==> src/rtl/core/irpd_pkg.sv <==
// package for the infrared pulse-distance decoder: result kinds, register map, match helper
package irpd_pkg;

    localparam int unsigned DUR_W   = 16;
    localparam int unsigned TOL_W   = 7;
    localparam int unsigned LIMIT_W = DUR_W + TOL_W;
    localparam int unsigned ADDR_W  = 3;
    localparam int unsigned NUM_NOM = 6;

    // register indexes of the configuration port
    localparam logic [ADDR_W-1:0] REG_HDR_MARK  = 3'd0;
    localparam logic [ADDR_W-1:0] REG_HDR_SPACE = 3'd1;
    localparam logic [ADDR_W-1:0] REG_BIT_MARK  = 3'd2;
    localparam logic [ADDR_W-1:0] REG_ZERO_SP   = 3'd3;
    localparam logic [ADDR_W-1:0] REG_ONE_SP    = 3'd4;
    localparam logic [ADDR_W-1:0] REG_GAP_SP    = 3'd5;
    localparam logic [ADDR_W-1:0] REG_TOL       = 3'd6;

    typedef logic [DUR_W-1:0] nom_array_t [NUM_NOM];

    // reset values of the nominal durations, ordered by register index
    localparam nom_array_t NOM_RESET = '{16'd4380, 16'd4370, 16'd540,
                                         16'd540, 16'd1620, 16'd5480};
    localparam logic [TOL_W-1:0] TOL_RESET = 7'd25;

    typedef enum logic [1:0] {
        KIND_DATA      = 2'd0,
        KIND_GOOD_END  = 2'd1,
        KIND_ERROR_END = 2'd2
    } kind_t;

    // |measured - nominal| * 100 <= limit, limit being tolerance * nominal
    function automatic logic near_nominal(input logic [DUR_W-1:0] measured,
                                          input logic [DUR_W-1:0] nominal,
                                          input logic [LIMIT_W-1:0] limit);
        logic [DUR_W-1:0]   diff;
        logic [LIMIT_W-1:0] wide;
        logic [LIMIT_W-1:0] scaled;
        diff   = (measured >= nominal) ? (measured - nominal) : (nominal - measured);
        wide   = LIMIT_W'(diff);
        scaled = (wide << 6) + (wide << 5) + (wide << 2);
        return scaled <= limit;
    endfunction

endpackage

==> src/rtl/core/ir_pulse_distance_decoder_core.sv <==
// top level of the infrared pulse-distance decoder
//
// takes one measured mark/space pair (microseconds) per transaction and decodes
// header / bit / gap pairs into data bytes. each duration matches its nominal
// value when |measured - nominal| * 100 <= tolerance_percent * nominal. while
// idle a header pair opens a frame; inside a frame a one pair shifts in 1, a
// zero pair shifts in 0 (one is tested first), msb first, and every eighth bit
// emits a data byte (kind 0). any other pair closes the frame: a gap pair on a
// byte boundary gives a clean end (kind 1), anything else an error end (kind 2),
// and the block goes back to idle. frame_bytes counts bytes of the frame and
// saturates at 255. a pair is matched and decoded while it sits in the input
// register and its result lands in the output register when the decode pass
// moves; one pair can be taken every cycle while the output register is not
// stalled, and the rate is set by the single decode pass between
// the input register and the output register. the tolerance products are held
// in registers that are refreshed from the configuration port, so configuration
// writes must only happen while no pair is in flight. a pair that produces no
// result still waits for the output slot to be free or emptied, so a stalled
// output holds back the input.
module ir_pulse_distance_decoder_core
    import irpd_pkg::*;
(
    input  logic              clk,
    input  logic              rst_n,
    // configuration write port
    input  logic              cfg_we,
    input  logic [ADDR_W-1:0] cfg_addr,
    input  logic [DUR_W-1:0]  cfg_wdata,
    // input stream
    input  logic              s_tvalid,
    output logic              s_tready,
    input  logic [31:0]       s_tdata,   // [15:0] mark_us, [31:16] space_us
    // output stream
    output logic              m_tvalid,
    input  logic              m_tready,
    output logic [15:0]       m_tdata,   // [7:0] out_byte, [15:8] frame_bytes
    output logic [1:0]        m_tuser    // [1:0] result_kind
);

    // configuration registers and precomputed tolerance limits
    logic [DUR_W-1:0]   nom_reg   [NUM_NOM];
    logic [DUR_W-1:0]   nom_next  [NUM_NOM];
    logic [LIMIT_W-1:0] limit_reg [NUM_NOM];
    logic [LIMIT_W-1:0] limit_next[NUM_NOM];
    logic [TOL_W-1:0]   tol_reg;
    logic [TOL_W-1:0]   tol_next;

    // input register
    logic               in_valid_reg;
    logic [DUR_W-1:0]   mark_reg;
    logic [DUR_W-1:0]   space_reg;

    // decoder state
    logic               in_frame_reg,  in_frame_next;
    logic [7:0]         shift_reg,     shift_next;
    logic [2:0]         bit_pos_reg,   bit_pos_next;
    logic [7:0]         byte_total_reg, byte_total_next;

    // output register
    logic               out_valid_reg;
    logic [7:0]         out_byte_reg;
    logic [7:0]         frame_bytes_reg;
    kind_t              kind_reg;

    // decode results for the pair in the input register
    logic               emit;
    logic [7:0]         emit_byte;
    logic [7:0]         emit_count;
    kind_t              emit_kind;

    logic               advance;
    logic               hdr_match;
    logic               bit_mark_ok;
    logic               one_match;
    logic               zero_match;
    logic               gap_match;
    logic               new_bit;
    logic [7:0]         shifted;
    logic [2:0]         pos_inc;

    // config next values: nominals and tolerance, then the limits follow them
    always_comb
    begin
        tol_next = tol_reg;
        if (cfg_we && cfg_addr == REG_TOL)
        begin
            tol_next = cfg_wdata[TOL_W-1:0];
        end
        for (int i = 0; i < NUM_NOM; i++)
        begin
            nom_next[i] = nom_reg[i];
            if (cfg_we && cfg_addr == ADDR_W'(i))
            begin
                nom_next[i] = cfg_wdata;
            end
            limit_next[i] = LIMIT_W'(tol_next) * LIMIT_W'(nom_next[i]);
        end
    end

    always_ff @(posedge clk or negedge rst_n)
    begin
        if (!rst_n)
        begin
            tol_reg <= TOL_RESET;
            for (int i = 0; i < NUM_NOM; i++)
            begin
                nom_reg[i]   <= NOM_RESET[i];
                limit_reg[i] <= LIMIT_W'(TOL_RESET) * LIMIT_W'(NOM_RESET[i]);
            end
        end
        else
        begin
            tol_reg <= tol_next;
            for (int i = 0; i < NUM_NOM; i++)
            begin
                nom_reg[i]   <= nom_next[i];
                limit_reg[i] <= limit_next[i];
            end
        end
    end

    // the decode pass moves when the output slot is free or being emptied
    assign advance  = in_valid_reg && (!out_valid_reg || m_tready);
    assign s_tready = !in_valid_reg || advance;

    // duration matching
    always_comb
    begin
        hdr_match   = near_nominal(mark_reg,  nom_reg[REG_HDR_MARK],  limit_reg[REG_HDR_MARK])
                   && near_nominal(space_reg, nom_reg[REG_HDR_SPACE], limit_reg[REG_HDR_SPACE]);
        bit_mark_ok = near_nominal(mark_reg,  nom_reg[REG_BIT_MARK],  limit_reg[REG_BIT_MARK]);
        one_match   = bit_mark_ok
                   && near_nominal(space_reg, nom_reg[REG_ONE_SP],  limit_reg[REG_ONE_SP]);
        zero_match  = bit_mark_ok
                   && near_nominal(space_reg, nom_reg[REG_ZERO_SP], limit_reg[REG_ZERO_SP]);
        gap_match   = bit_mark_ok
                   && near_nominal(space_reg, nom_reg[REG_GAP_SP],  limit_reg[REG_GAP_SP]);
    end

    // frame decoding
    always_comb
    begin
        in_frame_next   = in_frame_reg;
        shift_next      = shift_reg;
        bit_pos_next    = bit_pos_reg;
        byte_total_next = byte_total_reg;
        emit            = 1'b0;
        emit_byte       = 8'd0;
        emit_count      = byte_total_reg;
        emit_kind       = KIND_DATA;
        new_bit         = one_match;
        shifted         = {shift_reg[6:0], new_bit};
        pos_inc         = bit_pos_reg + 3'd1;

        if (!in_frame_reg)
        begin
            // idle: only a header opens a frame, anything else is dropped
            if (hdr_match)
            begin
                in_frame_next   = 1'b1;
                shift_next      = 8'd0;
                bit_pos_next    = 3'd0;
                byte_total_next = 8'd0;
            end
        end
        else if (one_match || zero_match)
        begin
            shift_next   = shifted;
            bit_pos_next = pos_inc;
            if (pos_inc == 3'd0)
            begin
                // byte complete
                if (byte_total_reg != 8'hFF)
                begin
                    byte_total_next = byte_total_reg + 8'd1;
                end
                emit       = 1'b1;
                emit_byte  = shifted;
                emit_count = byte_total_next;
                emit_kind  = KIND_DATA;
                shift_next = 8'd0;
            end
        end
        else
        begin
            // frame closes; clean only for a gap on a byte boundary
            emit          = 1'b1;
            emit_kind     = (bit_pos_reg == 3'd0 && gap_match) ? KIND_GOOD_END
                                                               : KIND_ERROR_END;
            in_frame_next = 1'b0;
            shift_next    = 8'd0;
            bit_pos_next  = 3'd0;
        end
    end

    // input register, decoder state and output register
    always_ff @(posedge clk or negedge rst_n)
    begin
        if (!rst_n)
        begin
            in_valid_reg   <= 1'b0;
            in_frame_reg   <= 1'b0;
            shift_reg      <= 8'd0;
            bit_pos_reg    <= 3'd0;
            byte_total_reg <= 8'd0;
            out_valid_reg  <= 1'b0;
            kind_reg       <= KIND_DATA;
        end
        else
        begin
            if (s_tready)
            begin
                in_valid_reg <= s_tvalid;
            end

            if (advance)
            begin
                in_frame_reg   <= in_frame_next;
                shift_reg      <= shift_next;
                bit_pos_reg    <= bit_pos_next;
                byte_total_reg <= byte_total_next;
            end

            if (advance)
            begin
                out_valid_reg <= emit;
            end
            else if (m_tready)
            begin
                out_valid_reg <= 1'b0;
            end

            if (advance && emit)
            begin
                kind_reg <= emit_kind;
            end
        end
    end

    // payload registers
    always_ff @(posedge clk)
    begin
        if (s_tready && s_tvalid)
        begin
            mark_reg  <= s_tdata[15:0];
            space_reg <= s_tdata[31:16];
        end
        if (advance && emit)
        begin
            out_byte_reg    <= emit_byte;
            frame_bytes_reg <= emit_count;
        end
    end

    assign m_tvalid = out_valid_reg;
    assign m_tdata  = {frame_bytes_reg, out_byte_reg};
    assign m_tuser  = kind_reg;

    // idle means no partial byte is held
    a_idle_clear: assert property (@(posedge clk) disable iff (!rst_n)
        !in_frame_reg |-> (shift_reg == 8'd0 && bit_pos_reg == 3'd0))
        else $error("partial byte held while idle");

    // end results carry a zero byte
    a_end_zero_byte: assert property (@(posedge clk) disable iff (!rst_n)
        (out_valid_reg && kind_reg != KIND_DATA) |-> out_byte_reg == 8'd0)
        else $error("end result with non-zero byte");

    // an end result leaves the decoder idle
    a_end_idle: assert property (@(posedge clk) disable iff (!rst_n)
        (advance && emit && emit_kind != KIND_DATA) |=> !in_frame_reg)
        else $error("frame still open after end result");

    // a result is only overwritten after it was taken
    a_no_overwrite: assert property (@(posedge clk) disable iff (!rst_n)
        (out_valid_reg && !m_tready) |-> !advance)
        else $error("pending result overwritten");

endmodule
==> config.mk <==
export PLATFORM = sky130hd
export DESIGN_NAME = ir_pulse_distance_decoder_core
export DESIGN_NICKNAME = d
export VERILOG_FILES = /design/src/rtl/core/irpd_pkg.sv /design/src/rtl/core/ir_pulse_distance_decoder_core.sv
export SDC_FILE = /design/constraint.sdc
export NUM_CORES = 2
export LEC_CHECK = 0
export BUFFER_PORTS_ARGS = -buffer_cell sky130_fd_sc_hd__buf_2
export CORE_ASPECT_RATIO = 1.1
export CORE_UTILIZATION = 50
export CTS_CLUSTER_DIAMETER = 40
export DETAILED_ROUTE_END_ITERATION = 8
export PLACE_DENSITY_LB_ADDON = 0.05
export SYNTH_ARGS = -nofsm -noshare
export SYNTH_HDL_FRONTEND = slang
export SYNTH_SLANG_ARGS = --single-unit
==> constraint.sdc <==
create_clock -name clk -period 25.4 [get_ports clk]
set_input_delay 0 -clock clk [delete_from_list [all_inputs] [get_ports clk]]
set_output_delay 0 -clock clk [all_outputs]
set_load 0.005 [all_outputs]
==> summary.md <==
| Metric | Value |
|---|---|
| Status | finished, final reports clean |
| Post-synthesis sequential area ratio | 0.1703 |
| Largest register FFs | 138 |
| Clk sink count | 312 |
| DIE HEIGHT | 326.5 um |
| CP Class | register to register |
| Area growth from synthesis to layout | 10.22% |
| RePlAce Congestion | 0.9339 |
| CP Data Arrival Time | 10.73 ns |
| Max Clock Skew | 0.01802 ns |
| Number of global-route vias before repair | 39440 |
| Register area | 0.008149 sq mm |
| Share of layout cells above drive strength 1 | 0.07768 |
| Final setup fails | 0 |
| Number of synthesized flops with an enable pin | 48 |
| Slew HR | 0.2178 |
| DIE AREA | 0.09696 sq mm |
| Share of the synthesized area in the top cell type | 0.2075 |
| Footprint of the multi-input gates | 0.03593 sq mm |
| Crit Path Max Fanout | 18 |
| FP Rows | 118 |
| Top delay family on crit path | compound AO/OA/AOI/OAI gates |
| First-pass GRT wire length | 224400 um |
| Worst setup EP type | register |
| Ports | 76 |
| Total CTS buffers | 79 |
| Longest Clk Path Bufs | 3 |
| Total core area | 0.09449 sq mm |
| Yosys top cell by area | fa_1 |
| Count of pins over their slew limit | 0 |
| Final nets | 6798 |
| Filler cells | 8874 |
| H-tree levels | 3 |
| Crit-path slowest cell | nor3_1 |
| GRT Residual Overflow | 0 |
| Biggest cell delay along the critical path | 0.93 ns |
| Die W | 297.0 um |
| DRT Wirelength | 140900 um |
| Initial drt markers | 2332 |
| Largest net degree at the start of global routing | 99 |
| Final instance area | 0.05275 sq mm |
| Initial core utilization | 0.5065 |
| Max Clk Rate | 98.10 MHz |
| Finished Layout Cells | 6887 |
| Mapped Cells | 5466 |
| Hold WC Path Type | primary input to asynchronous set/reset pin |
| Final hold violation count | 0 |
| Initial antenna violation count | 6 |
| Vias | 38400 |
| Post-Place Cells | 6698 |
| Post-route ant nets | 0 |
| Post-CTS resize count | 0 |
| MaxCap Viol Count | 0 |
| Critical Path Start Type | register |
| Primary FF master, synth | dfrtp_1 |
| CTS tree | yes |
| Post-DR vias/cell | 5.576 |
| Fin crit share | 0.4013 |
| CP Data Required Time | 25.93 ns |
| Min Hold Slack | 0.0008460 ns |
| Synth unique cells | 91 |
| Pre-antenna DRT Iters | 6 |
| Clock Latency Late Sink | 0.65 ns |
| Unrepaired setup endpoints after global routing | no |
| #FFs+latches synth | 312 |
| Post-synthesis area per instance | 8.756 sq um |
| Total track usage | 0.2966 |
| Clock slew at reported path FFs | 0.05 ns |
| Synth top area cells | fa_1, ha_1, dfrtp_1 |
| Hpwl dp | 110300 um |
| Sum Neg Setup Slack | 0 ns |
| Dpl cell area | 0.04965 sq mm |
| DRC Markers | 0 |
| Final min period | 10.19 ns |
| Worst slew pin tran | 1.173 ns |
| Clock root cell | clkbuf_16 |
| Mapped Nets | 6704 |
| Fraction of registers with async set or reset after synthesis | 0.8462 |
| Port Buffers | 75 |
| Crit path buffers/inverters | 5 |
| Most used cell along the critical path | inv_1 |
| Synth warnings | 0 |
| Routed length per instance | 20.46 um |
| Synthesized cell area | 0.04786 sq mm |
## cell usage after synthesis (50+ instances only)
| cell | number |
|---|---|
| a21o_1 | 126 |
| a21oi_1 | 268 |
| and2_1 | 102 |
| and3_1 | 50 |
| clkbuf_1 | 123 |
| dfrtp_1 | 183 |
| dfstp_2 | 81 |
| fa_1 | 496 |
| ha_1 | 686 |
| inv_1 | 870 |
| mux2i_1 | 86 |
| nand2_1 | 711 |
| nand3_1 | 106 |
| nor2_1 | 305 |
| nor3_1 | 78 |
| o21ai_0 | 162 |
| xnor2_1 | 211 |
| xor2_1 | 84 |
## layer usage
metal | track usage | up-vias | share of wire
li1 | - | 18260 | -
met1 | 0.3938 | 19020 | 0.45
met2 | 0.4972 | 869 | 0.47
met3 | 0.03724 | 239 | 0.046
met4 | 0.1066 | 8 | 0.035
met5 | 0 | - | 0.00036
## kinds of logic after synthesis
group,share of synthesized area
AO/OA/AOI/OAI,0.1287
adder cells (fa/ha/maj),0.3868
buffers and inverters,0.08060
AND/OR/NAND/NOR,0.1505
flip-flops,0.1703
multiplexers,0.02912
XOR/XNOR,0.05399
## stage by stage
stage,setup slack [ns],util
6_report,15.21,0.5583
5_1_grt,14.60,0.5583
2_1_floorplan,17.04,-
3_5_place_dp,15.28,0.5254
4_1_cts,15.25,0.5582
3_3_place_gp,15.45,0.5254
## timing repair
item	CTS	global route
setup buffers	0	0
hold buffers	41	0
endpoints found under the hold margin	135	0
## path summary, 6_finish.rpt
check                              startpoint                end  slack (ns)  cells after the start
worst max-delay path             space_reg[0]  byte_total_reg[6]       15.21                     35
worst min-delay path                    rst_n      limit_reg[94]      0.0008                      2
worst max register to register   space_reg[0]  byte_total_reg[6]       15.21                     35
worst min register to register   shift_reg[6]       shift_reg[6]        0.50                      1
max in group asynchronous               rst_n        nom_reg[95]       23.94                      3
min in group clk                cfg_wdata[11]        nom_reg[91]        0.03                      4
## cells in the final DEF (no fill, tap or decap), types with 15 or more instances in the layout
cell type      Yosys  final
ha_1             686    686
a21boi_0          24     24
buf_4              1     45
o21ai_1           49     49
a31oi_1           31     31
or2_2             15     15
fa_1             496    496
nor2b_1           38     38
dfstp_2           81     81
inv_1            870    863
mux2_2            45     45
xor2_1            84     84
a21o_1           126    126
xnor2_1          211    211
dfrtp_1          183    183
o21bai_1          39     39
o21a_1            46     46
nor3_1            78     76
dlygate4sd3_1      0     41
edfxtp_1          48     48
mux2i_1           86     79
nand3_1          106    106
a211oi_1          29     29
nor2_1           305    305
and2_1           102    101
nand2_1          711    711
clkbuf_16          0     82
o211ai_1          25     25
nand2b_1          43     43
nand4_1           42     42
buf_2             13     74
or3_1             26     26
a21oi_1          268    267
o21ai_0          162    162
and3_1            50     50
## worst reg2reg max path: cells and delay by family, from the launching register on
| kind | cells | cell delay, ns |
|---|---|---|
| XOR/XNOR | 2 | 0.64 |
| AO/OA/AOI/OAI | 20 | 5.34 |
| AND/OR/NAND/NOR | 3 | 1.08 |
| buffers and inverters | 5 | 0.80 |
| adder cells (fa/ha/maj) | 5 | 1.71 |
| flip-flops | 1 | 0.51 |
## cell type report
type	instances	share of cell area
inverter	870	0.06191
sequential	312	0.1545
antenna	1	0.00004744
timing repair buffer	161	0.02149
tap	1260	0.02989
clock inverter	48	0.009796
multi-input combinational	4136	0.6811
clock buffer	99	0.04125
Power is left out: the tool's default activity adds up to more than one toggle a clock period on the data nets, which glitch-free logic cannot reach.
